==> src/rtl/core/three_operand_alu_with_registers_macros.svh <==
// Assertion macros for the three-operand ALU.
// Each macro expects i_clk and i_rst_n in the module that uses it.
`ifndef THREE_OPERAND_ALU_WITH_REGISTERS_MACROS_SVH
`define THREE_OPERAND_ALU_WITH_REGISTERS_MACROS_SVH

// The consequent must hold in the same cycle as the antecedent.
`define TOALU_ASSERT_SAME(label, ante, cons, msg) \
    label: assert property (@(posedge i_clk) disable iff (!i_rst_n) (ante) |-> (cons)) \
        else $error(msg);

// The consequent must hold in the cycle after the antecedent.
`define TOALU_ASSERT_NEXT(label, ante, cons, msg) \
    label: assert property (@(posedge i_clk) disable iff (!i_rst_n) (ante) |=> (cons)) \
        else $error(msg);

`endif

==> src/rtl/core/toalu_pkg.sv <==
// Package for the three-operand ALU: widths, opcodes, item and control types.
// No dependencies; every other file of the block but the macros header imports it.
`timescale 1ns / 1ps

package toalu_pkg;

    localparam int DATA_W       = 32;
    localparam int OPC_W        = 4;
    localparam int NUM_REGS_DEF = 16;
    localparam int ITER_STEPS   = DATA_W;
    localparam int CNT_W        = $clog2(ITER_STEPS);
    localparam logic [CNT_W-1:0] CNT_LAST = CNT_W'(ITER_STEPS - 1);

    typedef enum logic [OPC_W-1:0] {
        OP_ADD = 4'd0,
        OP_SUB = 4'd1,
        OP_DIV = 4'd2,
        OP_MUL = 4'd3,
        OP_LSL = 4'd4,
        OP_LSR = 4'd5,
        OP_ASR = 4'd6,
        OP_AND = 4'd7,
        OP_ORR = 4'd8,
        OP_EOR = 4'd9,
        OP_NOT = 4'd10,
        OP_MOV = 4'd11
    } t_opcode;

    typedef enum logic [1:0] {
        SEL_A = 2'd0,
        SEL_B = 2'd1,
        SEL_C = 2'd2
    } t_opsel;

    typedef struct packed {
        logic [OPC_W-1:0]  opcode;
        logic [DATA_W-1:0] operand_a;
        logic [DATA_W-1:0] operand_b;
        logic [DATA_W-1:0] operand_c;
        logic              a_is_reg;
        logic              b_is_reg;
        logic              c_is_reg;
    } t_item;

    // Commands from the controller to the datapath.
    typedef struct packed {
        logic   load;
        logic   rd_en;
        t_opsel rd_sel;
        logic   cap_en;
        t_opsel cap_sel;
        logic   iter_start;
        logic   iter_step;
        logic   wr_en;
        logic   out_load;
    } t_cmd;

    // Status from the datapath to the controller.
    typedef struct packed {
        logic is_mov;
        logic is_iter;
        logic iter_last;
        logic out_free;
    } t_sts;

endpackage

==> src/rtl/core/toalu_if.sv <==
// Valid/ready channel interfaces for the item and result streams.
// Depends on toalu_pkg for the field widths.
`timescale 1ns / 1ps

interface toalu_in_if;
    import toalu_pkg::*;

    logic              valid;
    logic              ready;
    logic [OPC_W-1:0]  opcode;
    logic [DATA_W-1:0] operand_a;
    logic [DATA_W-1:0] operand_b;
    logic [DATA_W-1:0] operand_c;
    logic              a_is_reg;
    logic              b_is_reg;
    logic              c_is_reg;

    modport source (
        output valid, opcode, operand_a, operand_b, operand_c,
        output a_is_reg, b_is_reg, c_is_reg,
        input  ready
    );
    modport sink (
        input  valid, opcode, operand_a, operand_b, operand_c,
        input  a_is_reg, b_is_reg, c_is_reg,
        output ready
    );
endinterface

interface toalu_out_if;
    import toalu_pkg::*;

    logic              valid;
    logic              ready;
    logic [DATA_W-1:0] result_value;
    logic              overflow;

    modport source (output valid, result_value, overflow, input ready);
    modport sink (input valid, result_value, overflow, output ready);
endinterface

==> src/rtl/core/three_operand_alu_with_registers.sv <==
// Channel     | Dir | Payload                                          | Handshake
// i_in        | in  | opcode, operand_a/b/c, a_is_reg/b_is_reg/c_is_reg | valid/ready
// o_out       | out | result_value, overflow                           | valid/ready
//
// Each item passes, from one acceptance to the next, through states IDLE (accept),
// RDA, RDB, RDC (three reads on the single register-file read port), CAP and DONE
// (load); RDB to CAP capture operands; DIV and MUL add ITER on the bit-serial unit.
// After reset the register file reads as zero through per-entry valid bits;
// there is no clearing pass. The output register holds one result, so a new
// item is taken while it waits; only a second finished result stalls.
// Top level of the three-operand ALU; depends on toalu_pkg, the channel
// interfaces, toalu_ctrl and toalu_dp.
`timescale 1ns / 1ps

module three_operand_alu_with_registers #(
    parameter int NUM_REGS = toalu_pkg::NUM_REGS_DEF
) (
    input  logic        i_clk,
    input  logic        i_rst_n,
    toalu_in_if.sink    i_in,
    toalu_out_if.source o_out
);
    import toalu_pkg::*;

    t_cmd  w_cmd;
    t_sts  w_sts;
    t_item w_item;
    logic  w_in_ready;

    assign w_item.opcode    = i_in.opcode;
    assign w_item.operand_a = i_in.operand_a;
    assign w_item.operand_b = i_in.operand_b;
    assign w_item.operand_c = i_in.operand_c;
    assign w_item.a_is_reg  = i_in.a_is_reg;
    assign w_item.b_is_reg  = i_in.b_is_reg;
    assign w_item.c_is_reg  = i_in.c_is_reg;
    assign i_in.ready       = w_in_ready;

    toalu_ctrl u_ctrl (
        .i_clk      (i_clk),
        .i_rst_n    (i_rst_n),
        .i_in_valid (i_in.valid),
        .o_in_ready (w_in_ready),
        .i_sts      (w_sts),
        .o_cmd      (w_cmd)
    );

    toalu_dp #(
        .NUM_REGS (NUM_REGS)
    ) u_dp (
        .i_clk          (i_clk),
        .i_rst_n        (i_rst_n),
        .i_item         (w_item),
        .i_cmd          (w_cmd),
        .o_sts          (w_sts),
        .i_out_ready    (o_out.ready),
        .o_out_valid    (o_out.valid),
        .o_result_value (o_out.result_value),
        .o_overflow     (o_out.overflow)
    );

endmodule

==> src/rtl/core/toalu_ctrl.sv <==
// Controller state machine: sequences operand fetch, iteration and result load.
// Depends on toalu_pkg for the command and status types.
`timescale 1ns / 1ps

module toalu_ctrl (
    input  logic             i_clk,
    input  logic             i_rst_n,
    input  logic             i_in_valid,
    output logic             o_in_ready,
    input  toalu_pkg::t_sts  i_sts,
    output toalu_pkg::t_cmd  o_cmd
);
    import toalu_pkg::*;

    typedef enum logic [6:0] {
        ST_IDLE = 7'b0000001,
        ST_RDA  = 7'b0000010,
        ST_RDB  = 7'b0000100,
        ST_RDC  = 7'b0001000,
        ST_CAP  = 7'b0010000,
        ST_ITER = 7'b0100000,
        ST_DONE = 7'b1000000
    } t_state;

    t_state r_state;
    t_state n_state;

    always_ff @(posedge i_clk) begin
        if (!i_rst_n) begin
            r_state <= ST_IDLE;
        end else begin
            r_state <= n_state;
        end
    end

    always_comb begin
        n_state    = r_state;
        o_cmd      = '0;
        o_in_ready = 1'b0;
        unique case (r_state)
            ST_IDLE: begin
                o_in_ready = 1'b1;
                if (i_in_valid) begin
                    o_cmd.load = 1'b1;
                    n_state    = ST_RDA;
                end
            end
            ST_RDA: begin
                o_cmd.rd_en  = 1'b1;
                o_cmd.rd_sel = SEL_A;
                n_state      = ST_RDB;
            end
            ST_RDB: begin
                o_cmd.cap_en  = 1'b1;
                o_cmd.cap_sel = SEL_A;
                o_cmd.rd_en   = 1'b1;
                o_cmd.rd_sel  = SEL_B;
                n_state       = ST_RDC;
            end
            ST_RDC: begin
                o_cmd.cap_en  = 1'b1;
                o_cmd.cap_sel = SEL_B;
                o_cmd.rd_en   = 1'b1;
                o_cmd.rd_sel  = SEL_C;
                n_state       = ST_CAP;
            end
            ST_CAP: begin
                o_cmd.cap_en  = 1'b1;
                o_cmd.cap_sel = SEL_C;
                if (i_sts.is_mov) begin
                    o_cmd.wr_en = 1'b1;
                    n_state     = ST_DONE;
                end else if (i_sts.is_iter) begin
                    o_cmd.iter_start = 1'b1;
                    n_state          = ST_ITER;
                end else begin
                    n_state = ST_DONE;
                end
            end
            ST_ITER: begin
                o_cmd.iter_step = 1'b1;
                if (i_sts.iter_last) begin
                    n_state = ST_DONE;
                end
            end
            ST_DONE: begin
                if (i_sts.out_free) begin
                    o_cmd.out_load = 1'b1;
                    n_state        = ST_IDLE;
                end
            end
            default: begin
                n_state = ST_IDLE;
            end
        endcase
    end

endmodule

==> src/rtl/core/toalu_dp.sv <==
// Datapath: item register, register file, shift-add multiplier, restoring
// divider, result selection and output register. Depends on toalu_pkg.
`timescale 1ns / 1ps
`include "three_operand_alu_with_registers_macros.svh"

module toalu_dp #(
    parameter int NUM_REGS = toalu_pkg::NUM_REGS_DEF
) (
    input  logic                          i_clk,
    input  logic                          i_rst_n,
    input  toalu_pkg::t_item              i_item,
    input  toalu_pkg::t_cmd               i_cmd,
    output toalu_pkg::t_sts               o_sts,
    input  logic                          i_out_ready,
    output logic                          o_out_valid,
    output logic [toalu_pkg::DATA_W-1:0]  o_result_value,
    output logic                          o_overflow
);
    import toalu_pkg::*;

    localparam int IDX_W = $clog2(NUM_REGS);
    localparam logic [DATA_W-1:0] NREGS = DATA_W'(NUM_REGS);

    t_item             r_item;
    logic [DATA_W-1:0] r_a;
    logic [DATA_W-1:0] r_b;
    logic [DATA_W-1:0] r_c;

    // Register file with one read and one write port; valid bits give the
    // all-zero contents after reset.
    logic [DATA_W-1:0] r_mem [NUM_REGS];
    logic [NUM_REGS-1:0] r_vld;
    logic [DATA_W-1:0] r_rd_data;
    logic              r_rd_ok;

    logic [DATA_W-1:0] w_rd_raw;
    logic              w_rd_inrange;
    logic [IDX_W-1:0]  w_rd_idx;
    logic [DATA_W-1:0] w_fetched;
    logic              w_wr_ok;
    logic [IDX_W-1:0]  w_wr_idx;

    logic [DATA_W-1:0] r_x;
    logic [DATA_W-1:0] r_y;
    logic [DATA_W-1:0] r_acc;
    logic [CNT_W-1:0]  r_cnt;
    logic              r_busy;
    logic              w_is_div;
    logic [DATA_W:0]   w_trial;
    logic [DATA_W:0]   w_trial_diff;

    logic [DATA_W+1:0] w_sum;
    logic [DATA_W:0]   w_sub;
    logic [DATA_W-1:0] w_res;
    logic              w_ovf;

    logic              r_out_vld;
    logic [DATA_W-1:0] r_out_value;
    logic              r_out_ovf;

    always_ff @(posedge i_clk) begin
        if (i_cmd.load) begin
            r_item <= i_item;
        end
    end

    // Read port address.
    always_comb begin
        unique case (i_cmd.rd_sel)
            SEL_A:   w_rd_raw = r_item.operand_a;
            SEL_B:   w_rd_raw = r_item.operand_b;
            default: w_rd_raw = r_item.operand_c;
        endcase
    end

    assign w_rd_inrange = (w_rd_raw < NREGS);
    assign w_rd_idx     = w_rd_raw[IDX_W-1:0];
    assign w_fetched    = r_rd_ok ? r_rd_data : '0;

    // A MOV only writes when the destination is flagged as a register and in range.
    assign w_wr_ok  = i_cmd.wr_en && r_item.a_is_reg && (r_item.operand_a < NREGS);
    assign w_wr_idx = r_item.operand_a[IDX_W-1:0];

    always_ff @(posedge i_clk) begin
        if (i_cmd.rd_en && w_rd_inrange) begin
            r_rd_data <= r_mem[w_rd_idx];
        end
        if (w_wr_ok) begin
            r_mem[w_wr_idx] <= r_b;
        end
    end

    always_ff @(posedge i_clk) begin
        if (!i_rst_n) begin
            r_vld   <= '0;
            r_rd_ok <= 1'b0;
        end else begin
            if (i_cmd.rd_en) begin
                r_rd_ok <= w_rd_inrange && r_vld[w_rd_idx];
            end
            if (w_wr_ok) begin
                r_vld[w_wr_idx] <= 1'b1;
            end
        end
    end

    // Operand capture, one per cycle, in the cycle after its read.
    always_ff @(posedge i_clk) begin
        if (i_cmd.cap_en) begin
            unique case (i_cmd.cap_sel)
                SEL_A:   r_a <= r_item.a_is_reg ? w_fetched : r_item.operand_a;
                SEL_B:   r_b <= r_item.b_is_reg ? w_fetched : r_item.operand_b;
                default: r_c <= r_item.c_is_reg ? w_fetched : r_item.operand_c;
            endcase
        end
    end

    // Shared iterative unit: one bit per cycle of either a shift-add
    // multiply or a restoring divide.
    assign w_is_div     = (r_item.opcode == OP_DIV);
    assign w_trial      = {r_x, r_y[DATA_W-1]};
    assign w_trial_diff = w_trial - {1'b0, r_b};

    always_ff @(posedge i_clk) begin
        if (!i_rst_n) begin
            r_busy <= 1'b0;
            r_cnt  <= '0;
        end else if (i_cmd.iter_start) begin
            r_busy <= 1'b1;
            r_cnt  <= '0;
        end else if (i_cmd.iter_step && r_busy) begin
            r_cnt <= r_cnt + CNT_W'(1);
            if (r_cnt == CNT_LAST) begin
                r_busy <= 1'b0;
            end
        end
    end

    always_ff @(posedge i_clk) begin
        if (i_cmd.iter_start) begin
            r_acc <= '0;
            if (w_is_div) begin
                r_x <= '0;
                r_y <= r_a;
            end else begin
                r_x <= r_a;
                r_y <= r_b;
            end
        end else if (i_cmd.iter_step && r_busy) begin
            if (w_is_div) begin
                if (!w_trial_diff[DATA_W]) begin
                    r_x <= w_trial_diff[DATA_W-1:0];
                    r_y <= {r_y[DATA_W-2:0], 1'b1};
                end else begin
                    r_x <= w_trial[DATA_W-1:0];
                    r_y <= {r_y[DATA_W-2:0], 1'b0};
                end
            end else begin
                if (r_y[0]) begin
                    r_acc <= r_acc + r_x;
                end
                r_x <= {r_x[DATA_W-2:0], 1'b0};
                r_y <= {1'b0, r_y[DATA_W-1:1]};
            end
        end
    end

    // Result selection.
    assign w_sum = {2'b00, r_a} + {2'b00, r_b} + {2'b00, r_c};
    assign w_sub = {1'b0, r_a} - {1'b0, r_b};

    always_comb begin
        w_ovf = 1'b0;
        unique case (r_item.opcode)
            OP_ADD: begin
                w_res = w_sum[DATA_W-1:0];
                w_ovf = |w_sum[DATA_W+1:DATA_W];
            end
            OP_SUB: begin
                w_res = w_sub[DATA_W-1:0];
                w_ovf = w_sub[DATA_W];
            end
            OP_DIV:  w_res = (r_b == '0) ? '0 : r_y;
            OP_MUL:  w_res = r_acc;
            OP_LSL:  w_res = {r_a[DATA_W-2:0], 1'b0};
            OP_LSR:  w_res = {1'b0, r_a[DATA_W-1:1]};
            OP_ASR:  w_res = {r_a[DATA_W-1], r_a[DATA_W-1:1]};
            OP_AND:  w_res = r_a & r_b;
            OP_ORR:  w_res = r_a | r_b;
            OP_EOR:  w_res = r_a ^ r_b;
            OP_NOT:  w_res = ~r_a;
            OP_MOV:  w_res = r_b;
            default: w_res = '0;
        endcase
    end

    // Output register: holds one result so the next item can start.
    always_ff @(posedge i_clk) begin
        if (!i_rst_n) begin
            r_out_vld <= 1'b0;
        end else if (i_cmd.out_load) begin
            r_out_vld <= 1'b1;
        end else if (i_out_ready) begin
            r_out_vld <= 1'b0;
        end
    end

    always_ff @(posedge i_clk) begin
        if (i_cmd.out_load) begin
            r_out_value <= w_res;
            r_out_ovf   <= w_ovf;
        end
    end

    assign o_out_valid    = r_out_vld;
    assign o_result_value = r_out_value;
    assign o_overflow     = r_out_ovf;

    assign o_sts.is_mov    = (r_item.opcode == OP_MOV);
    assign o_sts.is_iter   = w_is_div || (r_item.opcode == OP_MUL);
    assign o_sts.iter_last = r_busy && (r_cnt == CNT_LAST);
    assign o_sts.out_free  = !r_out_vld || i_out_ready;

    `TOALU_ASSERT_SAME(a_wr_only_mov, i_cmd.wr_en, r_item.opcode == OP_MOV, "write for non-MOV")
    `TOALU_ASSERT_SAME(a_load_safe, i_cmd.out_load, (!r_out_vld || i_out_ready) && !r_busy, "result overwritten or early")
    `TOALU_ASSERT_SAME(a_accept_idle, i_cmd.load, !r_busy, "item accepted mid-iteration")
    `TOALU_ASSERT_NEXT(a_start_busy, i_cmd.iter_start, r_busy && (r_cnt == '0), "iteration did not start")

endmodule

==> src/flat_wrapper.sv <==
// flat-port wrapper written by rule: the top's interface ports become plain ports
module three_operand_alu_with_registers_flat import toalu_pkg::*;
#(
    parameter int NUM_REGS = toalu_pkg::NUM_REGS_DEF
)
  (i_clk, i_rst_n, i_in_valid, i_in_opcode, i_in_operand_a, i_in_operand_b, i_in_operand_c, i_in_a_is_reg, i_in_b_is_reg, i_in_c_is_reg, i_in_ready, o_out_valid, o_out_result_value, o_out_overflow, o_out_ready);
  toalu_in_if i_in_i ();
  toalu_out_if o_out_i ();
  input  logic i_clk;
  input  logic i_rst_n;
  input wire logic [$bits(i_in_i.valid)-1:0] i_in_valid;
  input wire logic [$bits(i_in_i.opcode)-1:0] i_in_opcode;
  input wire logic [$bits(i_in_i.operand_a)-1:0] i_in_operand_a;
  input wire logic [$bits(i_in_i.operand_b)-1:0] i_in_operand_b;
  input wire logic [$bits(i_in_i.operand_c)-1:0] i_in_operand_c;
  input wire logic [$bits(i_in_i.a_is_reg)-1:0] i_in_a_is_reg;
  input wire logic [$bits(i_in_i.b_is_reg)-1:0] i_in_b_is_reg;
  input wire logic [$bits(i_in_i.c_is_reg)-1:0] i_in_c_is_reg;
  output wire logic [$bits(i_in_i.ready)-1:0] i_in_ready;
  output wire logic [$bits(o_out_i.valid)-1:0] o_out_valid;
  output wire logic [$bits(o_out_i.result_value)-1:0] o_out_result_value;
  output wire logic [$bits(o_out_i.overflow)-1:0] o_out_overflow;
  input wire logic [$bits(o_out_i.ready)-1:0] o_out_ready;
  assign i_in_i.valid = i_in_valid;
  assign i_in_i.opcode = i_in_opcode;
  assign i_in_i.operand_a = i_in_operand_a;
  assign i_in_i.operand_b = i_in_operand_b;
  assign i_in_i.operand_c = i_in_operand_c;
  assign i_in_i.a_is_reg = i_in_a_is_reg;
  assign i_in_i.b_is_reg = i_in_b_is_reg;
  assign i_in_i.c_is_reg = i_in_c_is_reg;
  assign i_in_ready = i_in_i.ready;
  assign o_out_valid = o_out_i.valid;
  assign o_out_result_value = o_out_i.result_value;
  assign o_out_overflow = o_out_i.overflow;
  assign o_out_i.ready = o_out_ready;
  three_operand_alu_with_registers #(.NUM_REGS(NUM_REGS)) u_core (.i_clk(i_clk), .i_rst_n(i_rst_n), .i_in(i_in_i), .o_out(o_out_i));
endmodule
==> config.mk <==
export PLATFORM = sky130hd
export DESIGN_NAME = three_operand_alu_with_registers_flat
export DESIGN_NICKNAME = d
export VERILOG_FILES = /design/src/rtl/core/toalu_pkg.sv /design/src/rtl/core/toalu_if.sv /design/src/rtl/core/three_operand_alu_with_registers.sv /design/src/rtl/core/toalu_ctrl.sv /design/src/rtl/core/toalu_dp.sv /design/src/flat_wrapper.sv
export VERILOG_INCLUDE_DIRS = /design/src /design/src/rtl/core
export SDC_FILE = /design/constraint.sdc
export NUM_CORES = 2
export LEC_CHECK = 0
export BUFFER_PORTS_ARGS = -buffer_cell sky130_fd_sc_hd__buf_2
export CAP_MARGIN = 15
export CELL_PAD_IN_SITES_DETAIL_PLACEMENT = 1
export CELL_PAD_IN_SITES_GLOBAL_PLACEMENT = 2
export CORE_UTILIZATION = 45
export DETAILED_ROUTE_END_ITERATION = 16
export PLACE_DENSITY = 0.78
export SLEW_MARGIN = 20
export SYNTH_ARGS = -nofsm -noshare
export SYNTH_HDL_FRONTEND = slang
export SYNTH_SLANG_ARGS = --single-unit
==> constraint.sdc <==
create_clock -name i_clk -period 15.4 [get_ports i_clk]
set_input_delay 1.54 -clock i_clk [delete_from_list [all_inputs] [get_ports i_clk]]
set_output_delay 1.54 -clock i_clk [all_outputs]
set_load 0.05 [all_outputs]
# After elaboration in Yosys (flattened, before gate mapping)
# Memory sizes are Yosys's and may differ from the RTL's. A register that Yosys moved wholly into a read port is not among the register bits.
# Cells that the tools add are included.
[classes]
n_eq_ne = 24
order_cmp = 5
add_sub_neg = 6
muxes = 48
bitwise_logic = 8
reduce_logical = 26
[ops]
columns = ["op", "n"]
rows = [
  ["$mux 32", 14],
  ["$pmux 32 s12", 1],
  ["$lt 32x5->1 const B", 2],
  ["$pmux 32 s2", 1],
  ["$pmux 7 s7", 1],
  ["$mux 7", 5],
  ["$add 33x32->34", 1],
  ["$add 32x32->33", 1],
  ["$sub 32x32->33", 1],
  ["$sub 33x32->33", 1],
  ["$add 32x32->32", 1],
  ["$and 32x32->32", 1],
  ["$logic_not 32->1", 1],
  ["$not 32->32", 1],
  ["$or 32x32->32", 1],
  ["$xor 32x32->32", 1],
  ["$mux 1", 21],
  ["$pmux 3 s3", 2],
  ["$eq 4x3->1 const B", 4],
  ["$eq 4x4->1 const B", 4],
  ["$or 16x16->16", 1],
  ["$lt 4x5->1 const B", 2],
  ["$eq 4x2->1 const B", 2],
  ["$reduce_and 2->1", 4],
  ["25 further kinds", 43],
]
[word_totals]
word_cells = 139
mem_bits_rw = 512
memories = 1
regBits = 359
inputBits = 107
out_inout_bits = 35
[mem_list]
columns = ["memory", "words", "width", "read_ports", "rd_clocked_by_memory_dff", "wr", "line_no", "rtl"]
rows = [
  ["u_core.u_dp.r_mem", 16, 32, 1, 1, 1, "toalu_dp.sv:31", "logic [DATA_W-1:0] r_mem [NUM_REGS];"],
]

# Logic depth before layout (Yosys ltp)
[depth]
ltp_word = 7
ltp_mapped = 14
mapped_depth_nobuf = 12

# Modules after synthesis
# From an unflattened synthesis, not the netlist that was laid out.
[unflattened]
cells_unflattened = 3285
hier_area_um2 = 45477.4
[by_module_without_submodules]
columns = ["module", "instances", "seq_area_each_um2", "area_per_inst_um2", "cells_each"]
rows = [
  ["toalu_dp", 1, 26345.3, 44970.6, 3227],
  ["toalu_ctrl", 1, 140.1, 506.7, 58],
]

# Worst setup path before layout
# No wires, ideal clock.
[synth_timing]
path_type = "input to register"
from = "in i_in_valid"
to = "reg u_core.u_dp.r_item[0] (netlist bit) (enable)"
setup_ns = 0.566
path_buffers = 0
t_required_ns = 14.834
path_slack_ns = 8.988
stages = 2
arrival_time_ns = 5.846
path_cell_list = "inv_1 > nor2_1"
[synth_lines]
columns = ["item", "line_no", "rtl"]
rows = [
  ["start: declaration", "flat_wrapper.sv:11", "input wire logic [$bits(i_in_i.valid)-1:0] i_in_valid;"],
  ["end signal: assignment", "toalu_dp.sv:63", "r_item <= i_item;"],
  ["end: declaration", "toalu_dp.sv:24", "t_item r_item;"],
]

# Final worst setup path
[layout_timing]
from = "reg u_core.u_dp.r_b[6]"
to = "reg u_core.u_dp.r_out_ovf, in the netlist u_core.u_dp.o_overflow, data pin"
[layout_via]
elab_chain_len = 4
elab_cells_between_ends = 5
cone_classes = "add/sub: 3; mux: 1; reduce/logical: 1"
[layout_rtl]
columns = ["item", "line_no", "rtl"]
rows = [
  ["start: declaration", "toalu_dp.sv:26", "logic [DATA_W-1:0] r_b;"],
  ["start signal: assignment", "toalu_dp.sv:112", "SEL_B: r_b <= r_item.b_is_reg ? w_fetched : r_item.operand_b;"],
  ["$add 32x32->33", "toalu_dp.sv:169", "assign w_sum = {2'b00, r_a} + {2'b00, r_b} + {2'b00, r_c};"],
  ["$add 33x32->34", "toalu_dp.sv:169", ""],
  ["$reduce_or 2->1", "toalu_dp.sv:177", "w_ovf = |w_sum[DATA_W+1:DATA_W];"],
  ["$pmux 1 s2 (*)", "toalu_dp.sv:174", "unique case (r_item.opcode)"],
  ["via u_core.u_dp.w_ovf", "toalu_dp.sv:55", "logic w_ovf;"],
  ["end signal: assignment", "toalu_dp.sv:211", "r_out_ovf <= w_ovf;"],
  ["end: declaration", "toalu_dp.sv:59", "logic r_out_ovf;"],
]
# Mark *: on every way through the listed nets, which the timed path passes. The rest lies on a longest branch.
# A chain may end at the register's enable or synchronous reset.

==> results by stage <==
Layout:
- The number of flip-flops under the largest register name is 512.
- In the final layout, the registers with the most flip-flops are u_core.u_dp.r_mem x512, u_core.u_dp.r_item x103.
- The net total in the final layout is 4199.
- The final-layout fill cell count is 10300.
- After routing the design area is 51400 um^2.
- Counting flops per register, the top entry is u_core.u_dp.r_mem.
- The share of post-route cells with drive strength above 1 is 0.142.
- The area growth from synthesis to layout is 12.2%.

Timing:
- At the pin with the least slew margin, the transition time is 1.07 ns.
- The number of max-slew violations in the final report is 0.
- The ratio of final minimum period to clock period is 0.314.
- The count of final setup violators is 0.
- The post-layout minimum cycle time is 4.83 ns.
- Setup repair after global routing left no endpoint under its margin.
- In the final timing run, aggregate negative setup slack is 0 ns.
- Based on the critical path, the design can be clocked at up to 207 MHz.
- The final hold violation count is 0.
- The clock skew after layout is 0.0454 ns.
- Headroom to the max-slew limit came out at 0.288.

Global routing:
- The total routing resource utilization after global routing is 0.296.
- The wire length of the first global-routing pass is 226000 um.
- The number of antenna violations at the first check in global routing is 7.
- Entering global routing, the biggest net connects 113 pins.
- The remaining global-route overflow is 0.
- The number of global-route vias before repair came to 34800.

Worst setup path:
- Among all stages on the critical path, the largest delay is contributed by sky130_fd_sc_hd__edfxtp_1.
- The source of the critical timing path is u_core.u_dp.r_b[6].
- The worst setup path is of the flop to flop kind.
- The worst setup path is launched from a flop.
- The data arrival time of the critical path is 5.23 ns.
- Data on the critical path is required at its endpoint by 15.80 ns.
- The startpoint of the most critical register-to-register path is u_core.u_dp.r_b[6].
- The cell occurring most often along the worst timing path is sky130_fd_sc_hd__nor3_1.
- The worst setup path is captured at a flop.
- The critical path goes through fa_1 > ha_1 > nor3_1 > or3b_1 > a41oi_1 > o211ai_1 > a211oi_1 > nor3_1 > o31ai_1 > mux2i_1 > o32ai_1.
- On the worst path, the slowest cell contributes a delay of 0.96 ns.
- Of all nets on the critical path, the largest fanout is 22.

Logic synthesis:
- The average size of a mapped cell is 12.2 um^2.
- The area of the mapped netlist is 45800 um^2.
- In this run, synthesis inferred 840 flip-flops with an integrated enable.
- The cell count after synthesis came out at 3743.
- The most common flop cell mapped by yosys is sky130_fd_sc_hd__edfxtp_1.
- The count of synthesis-stage warnings from yosys is 0.
- After synthesis, the cell types taking the most area are sky130_fd_sc_hd__edfxtp_1 (55%), sky130_fd_sc_hd__ha_1 (5.2%), sky130_fd_sc_hd__nand2_1 (3.7%).
- The register bit count reported by yosys is 903.
- The number of distinct library cells after synthesis is 91.
- Of all flip-flops after synthesis, the portion carrying an async set or reset was 0.
- The share of synthesized area in the top cell type comes to 0.550.
- The synthesized netlist net count is 4078.
- The post-synthesis cell type with the largest combined area is sky130_fd_sc_hd__edfxtp_1.
- The sequential area share after synthesis is 0.578.

Pwr:
- The fraction of power consumed by the clock network is 0.415.
- The share of total power dissipated in combinational logic is 0.094.
- Cell internal power was estimated by the tool at 4.22 mW.
- The leakage component of the power is 18.1 nW.
- Of the total power, the share spent switching nets is 0.250.
- Across the VDD grid, the largest voltage drop is 0.0993 mV.
- The analysis attributes to net switching a power of 1.41 mW.
- Of the total power, registers draw 0.491.
- The power density normalized to cell area is 110 nW/um^2.

Clock network:
- Once the clock tree was built, the resizer swapped 0 gates to a different size.
- The maximum level of the CTS H-tree is 3.
- The clock sink count is 903.
- The number of clock buffers inserted by TritonCTS is 96.
- The post-CTS repair timing setup buffer count is 0.
- The clock transition at the registers of the reported paths is 0.07 ns.
- Counting along the longest clock path gives a buffer depth of 3.
- The tree is rooted in a sky130_fd_sc_hd__clkbuf_16.
- The hold buffer count at cts is 0.
- Clock latency on the worst-skew pair, taken at its later pin, is 0.70 ns.
- The CTS tree is built.

Floorplanning:
- The full die area is 103000 um^2.
- The area inside the core boundary is 100000 um^2.
- The I/O pin total is 142.
- The die span in x is 321 um.
- For this configuration, the core starts out at a cell density of 0.456.
- The floorplan has 116 rows.
- The die extent in y is 321 um.

Drt:
- The final layout contains routed wiring with a total length of 153000 um.
- The routed layout has 33100 vias.
- The first detailed-routing pass took 5 iterations.
- The residual antenna-violating net count after detailed routing is 0.
- For this run, design rule violations remaining after detail routing come to 0.
- In the final routed layout, each cell accounts on average for 28.8 um.
- The number of violations reported at the end of detailed-routing iteration 0 is 3046.
- The average vias per placed instance is 6.24.

Worst hold path:
- The startpoint identified for the worst hold timing path is u_core.u_dp.r_vld[0].
- The class of the worst hold path is flop to flop.

Place:
- Once placement finished, the instance area stood at 48200 um^2.
- The weighted congestion at the end of routability-driven global placement is 0.938.
- After legalization and detailed placement, the total HPWL measured 101000 um.
- In this run the tool buffered the top-level ports with 141 buffer cells.

Job:
- The count of maximum capacitance violations is 0.

Outcome:
- The flow ran to the end, and the final reports show no timing, DRC or antenna violations.
per-stage QoR:
step / hold slack (ns) / instances / util / setup slack (ns) / total power [mW]
after global routing: 0.490 / 5299 / 0.512 / 10.29 / 5.79
after global placement: 0.439 / 5122 / 0.480 / 10.82 / 3.31
after CTS: 0.470 / 5298 / 0.512 / 10.62 / 5.66
after floorplan: 0.432 / 3743 / - / 8.99 / 3.15
final: 0.461 / 5301 / 0.512 / 10.57 / 5.63
after detailed placement: 0.455 / 5122 / 0.480 / 10.73 / 3.33
logic make-up (layout without fill, tap and decap cells):
kind of cell / after synthesis / in the layout / synth area share
XOR/XNOR: 89 / 89 / 0.0170
AO/OA/AOI/OAI: 987 / 987 / 0.149
buffers and inverters: 325 / 524 / 0.0295
AND/OR/NAND/NOR: 1038 / 1038 / 0.110
flip-flops: 903 / 903 / 0.578
adder cells (fa/ha/maj): 228 / 228 / 0.0681
multiplexers: 173 / 173 / 0.0487
other: 0 / 2 / 0
power groups by stage:
stage | combinational (mW) | clock (mW) | sequential [mW]
floorplan | 0.358 | 0 | 2.79
finish | 0.527 | 2.34 | 2.77
detailed placement | 0.519 | 0 | 2.82
CTS | 0.525 | 2.38 | 2.76
global placement | 0.499 | 0 | 2.81
global route | 0.569 | 2.45 | 2.77
worst paths after layout:
check / cells past startpoint / endpoint / slack, ns
worst max-delay path: 11 / u_core.u_dp.o_overflow / 10.57
worst min-delay path: 1 / u_core.u_dp.r_vld[0] / 0.46
worst max register to register: 11 / u_core.u_dp.o_overflow / 10.57
worst min register to register: 1 / u_core.u_dp.r_vld[0] / 0.46
area by class of cell:
| cell class | instances | area (um^2) | share of cell area |
|---|---|---|---|
| well taps | 1357 | 1700 | 0.0330 |
| clock buffers | 124 | 2540 | 0.0494 |
| clock inverters | 52 | 614 | 0.0119 |
| multi-input cells | 2515 | 18200 | 0.355 |
| repair buffers | 226 | 1370 | 0.0267 |
| flip-flops and latches | 903 | 26500 | 0.515 |
| diodes | 2 | 5.00 | 0.0000973 |
| inverters | 122 | 458 | 0.00891 |
synth_stat cells (44+ instances only):
library cell and instances:
sky130_fd_sc_hd__buf_2 54, sky130_fd_sc_hd__a211oi_1 179, sky130_fd_sc_hd__ha_1 192, sky130_fd_sc_hd__and2_1 114, sky130_fd_sc_hd__o21ai_0 98, sky130_fd_sc_hd__a31oi_1 86, sky130_fd_sc_hd__dfxtp_1 63, sky130_fd_sc_hd__nor2_1 122
sky130_fd_sc_hd__mux2i_1 44, sky130_fd_sc_hd__a21oi_1 213, sky130_fd_sc_hd__xnor2_1 51, sky130_fd_sc_hd__clkbuf_1 122, sky130_fd_sc_hd__a221oi_1 44, sky130_fd_sc_hd__a311oi_1 66, sky130_fd_sc_hd__edfxtp_1 840, sky130_fd_sc_hd__nand2_1 456
sky130_fd_sc_hd__inv_1 122, sky130_fd_sc_hd__and2_0 54, sky130_fd_sc_hd__a21o_1 50, sky130_fd_sc_hd__mux2_2 99, sky130_fd_sc_hd__nand3_1 61
critical path, delay by kind of cell (launching register included):
family	cells	cell delay [ns]
adder cells (fa/ha/maj)	2	0.97
AND/OR/NAND/NOR	3	0.67
flip-flops	1	0.96
multiplexers	1	0.29
AO/OA/AOI/OAI	5	1.65
per-layer routing:
layer / vias up / part of all wire / track usage
li1: 14600 / - / -
met1: 17200 / 0.43 / 0.392
met2: 1036 / 0.48 / 0.496
met3: 256 / 0.051 / 0.0364
met4: 0 / 0.040 / 0.112
met5: - / 0 / 0
layout by cell type, fill, tap and decap left out, types with 18 or more instances in the layout:
cell type                   instances
sky130_fd_sc_hd__buf_4             82
sky130_fd_sc_hd__a211oi_1         179
sky130_fd_sc_hd__o21a_1            29
sky130_fd_sc_hd__fa_1              36
sky130_fd_sc_hd__ha_1             192
sky130_fd_sc_hd__mux4_2            30
sky130_fd_sc_hd__a22oi_1           41
sky130_fd_sc_hd__a21o_1            50
sky130_fd_sc_hd__clkbuf_1          25
sky130_fd_sc_hd__o21ai_0           98
sky130_fd_sc_hd__xnor2_1           51
sky130_fd_sc_hd__a31oi_1           86
sky130_fd_sc_hd__o211ai_1          23
sky130_fd_sc_hd__and3_1            19
sky130_fd_sc_hd__nor2_1           100
sky130_fd_sc_hd__and2_1           115
sky130_fd_sc_hd__mux2i_1           44
sky130_fd_sc_hd__mux2_2            99
sky130_fd_sc_hd__inv_1            122
sky130_fd_sc_hd__and2_0            53
sky130_fd_sc_hd__xor2_1            38
sky130_fd_sc_hd__nor4_1            38
sky130_fd_sc_hd__a21oi_1          212
sky130_fd_sc_hd__nor2_4            18
sky130_fd_sc_hd__a311oi_1          66
sky130_fd_sc_hd__nor3_1            34
sky130_fd_sc_hd__a221oi_1          44
sky130_fd_sc_hd__nand2_1          456
sky130_fd_sc_hd__nand2b_1          27
sky130_fd_sc_hd__clkinv_2          18
sky130_fd_sc_hd__dfxtp_1           63
sky130_fd_sc_hd__edfxtp_1         840
sky130_fd_sc_hd__nand3_1           58
sky130_fd_sc_hd__clkbuf_16         96
sky130_fd_sc_hd__nand4_1           23
sky130_fd_sc_hd__buf_2            141
Power figures use the tool's default switching activity.
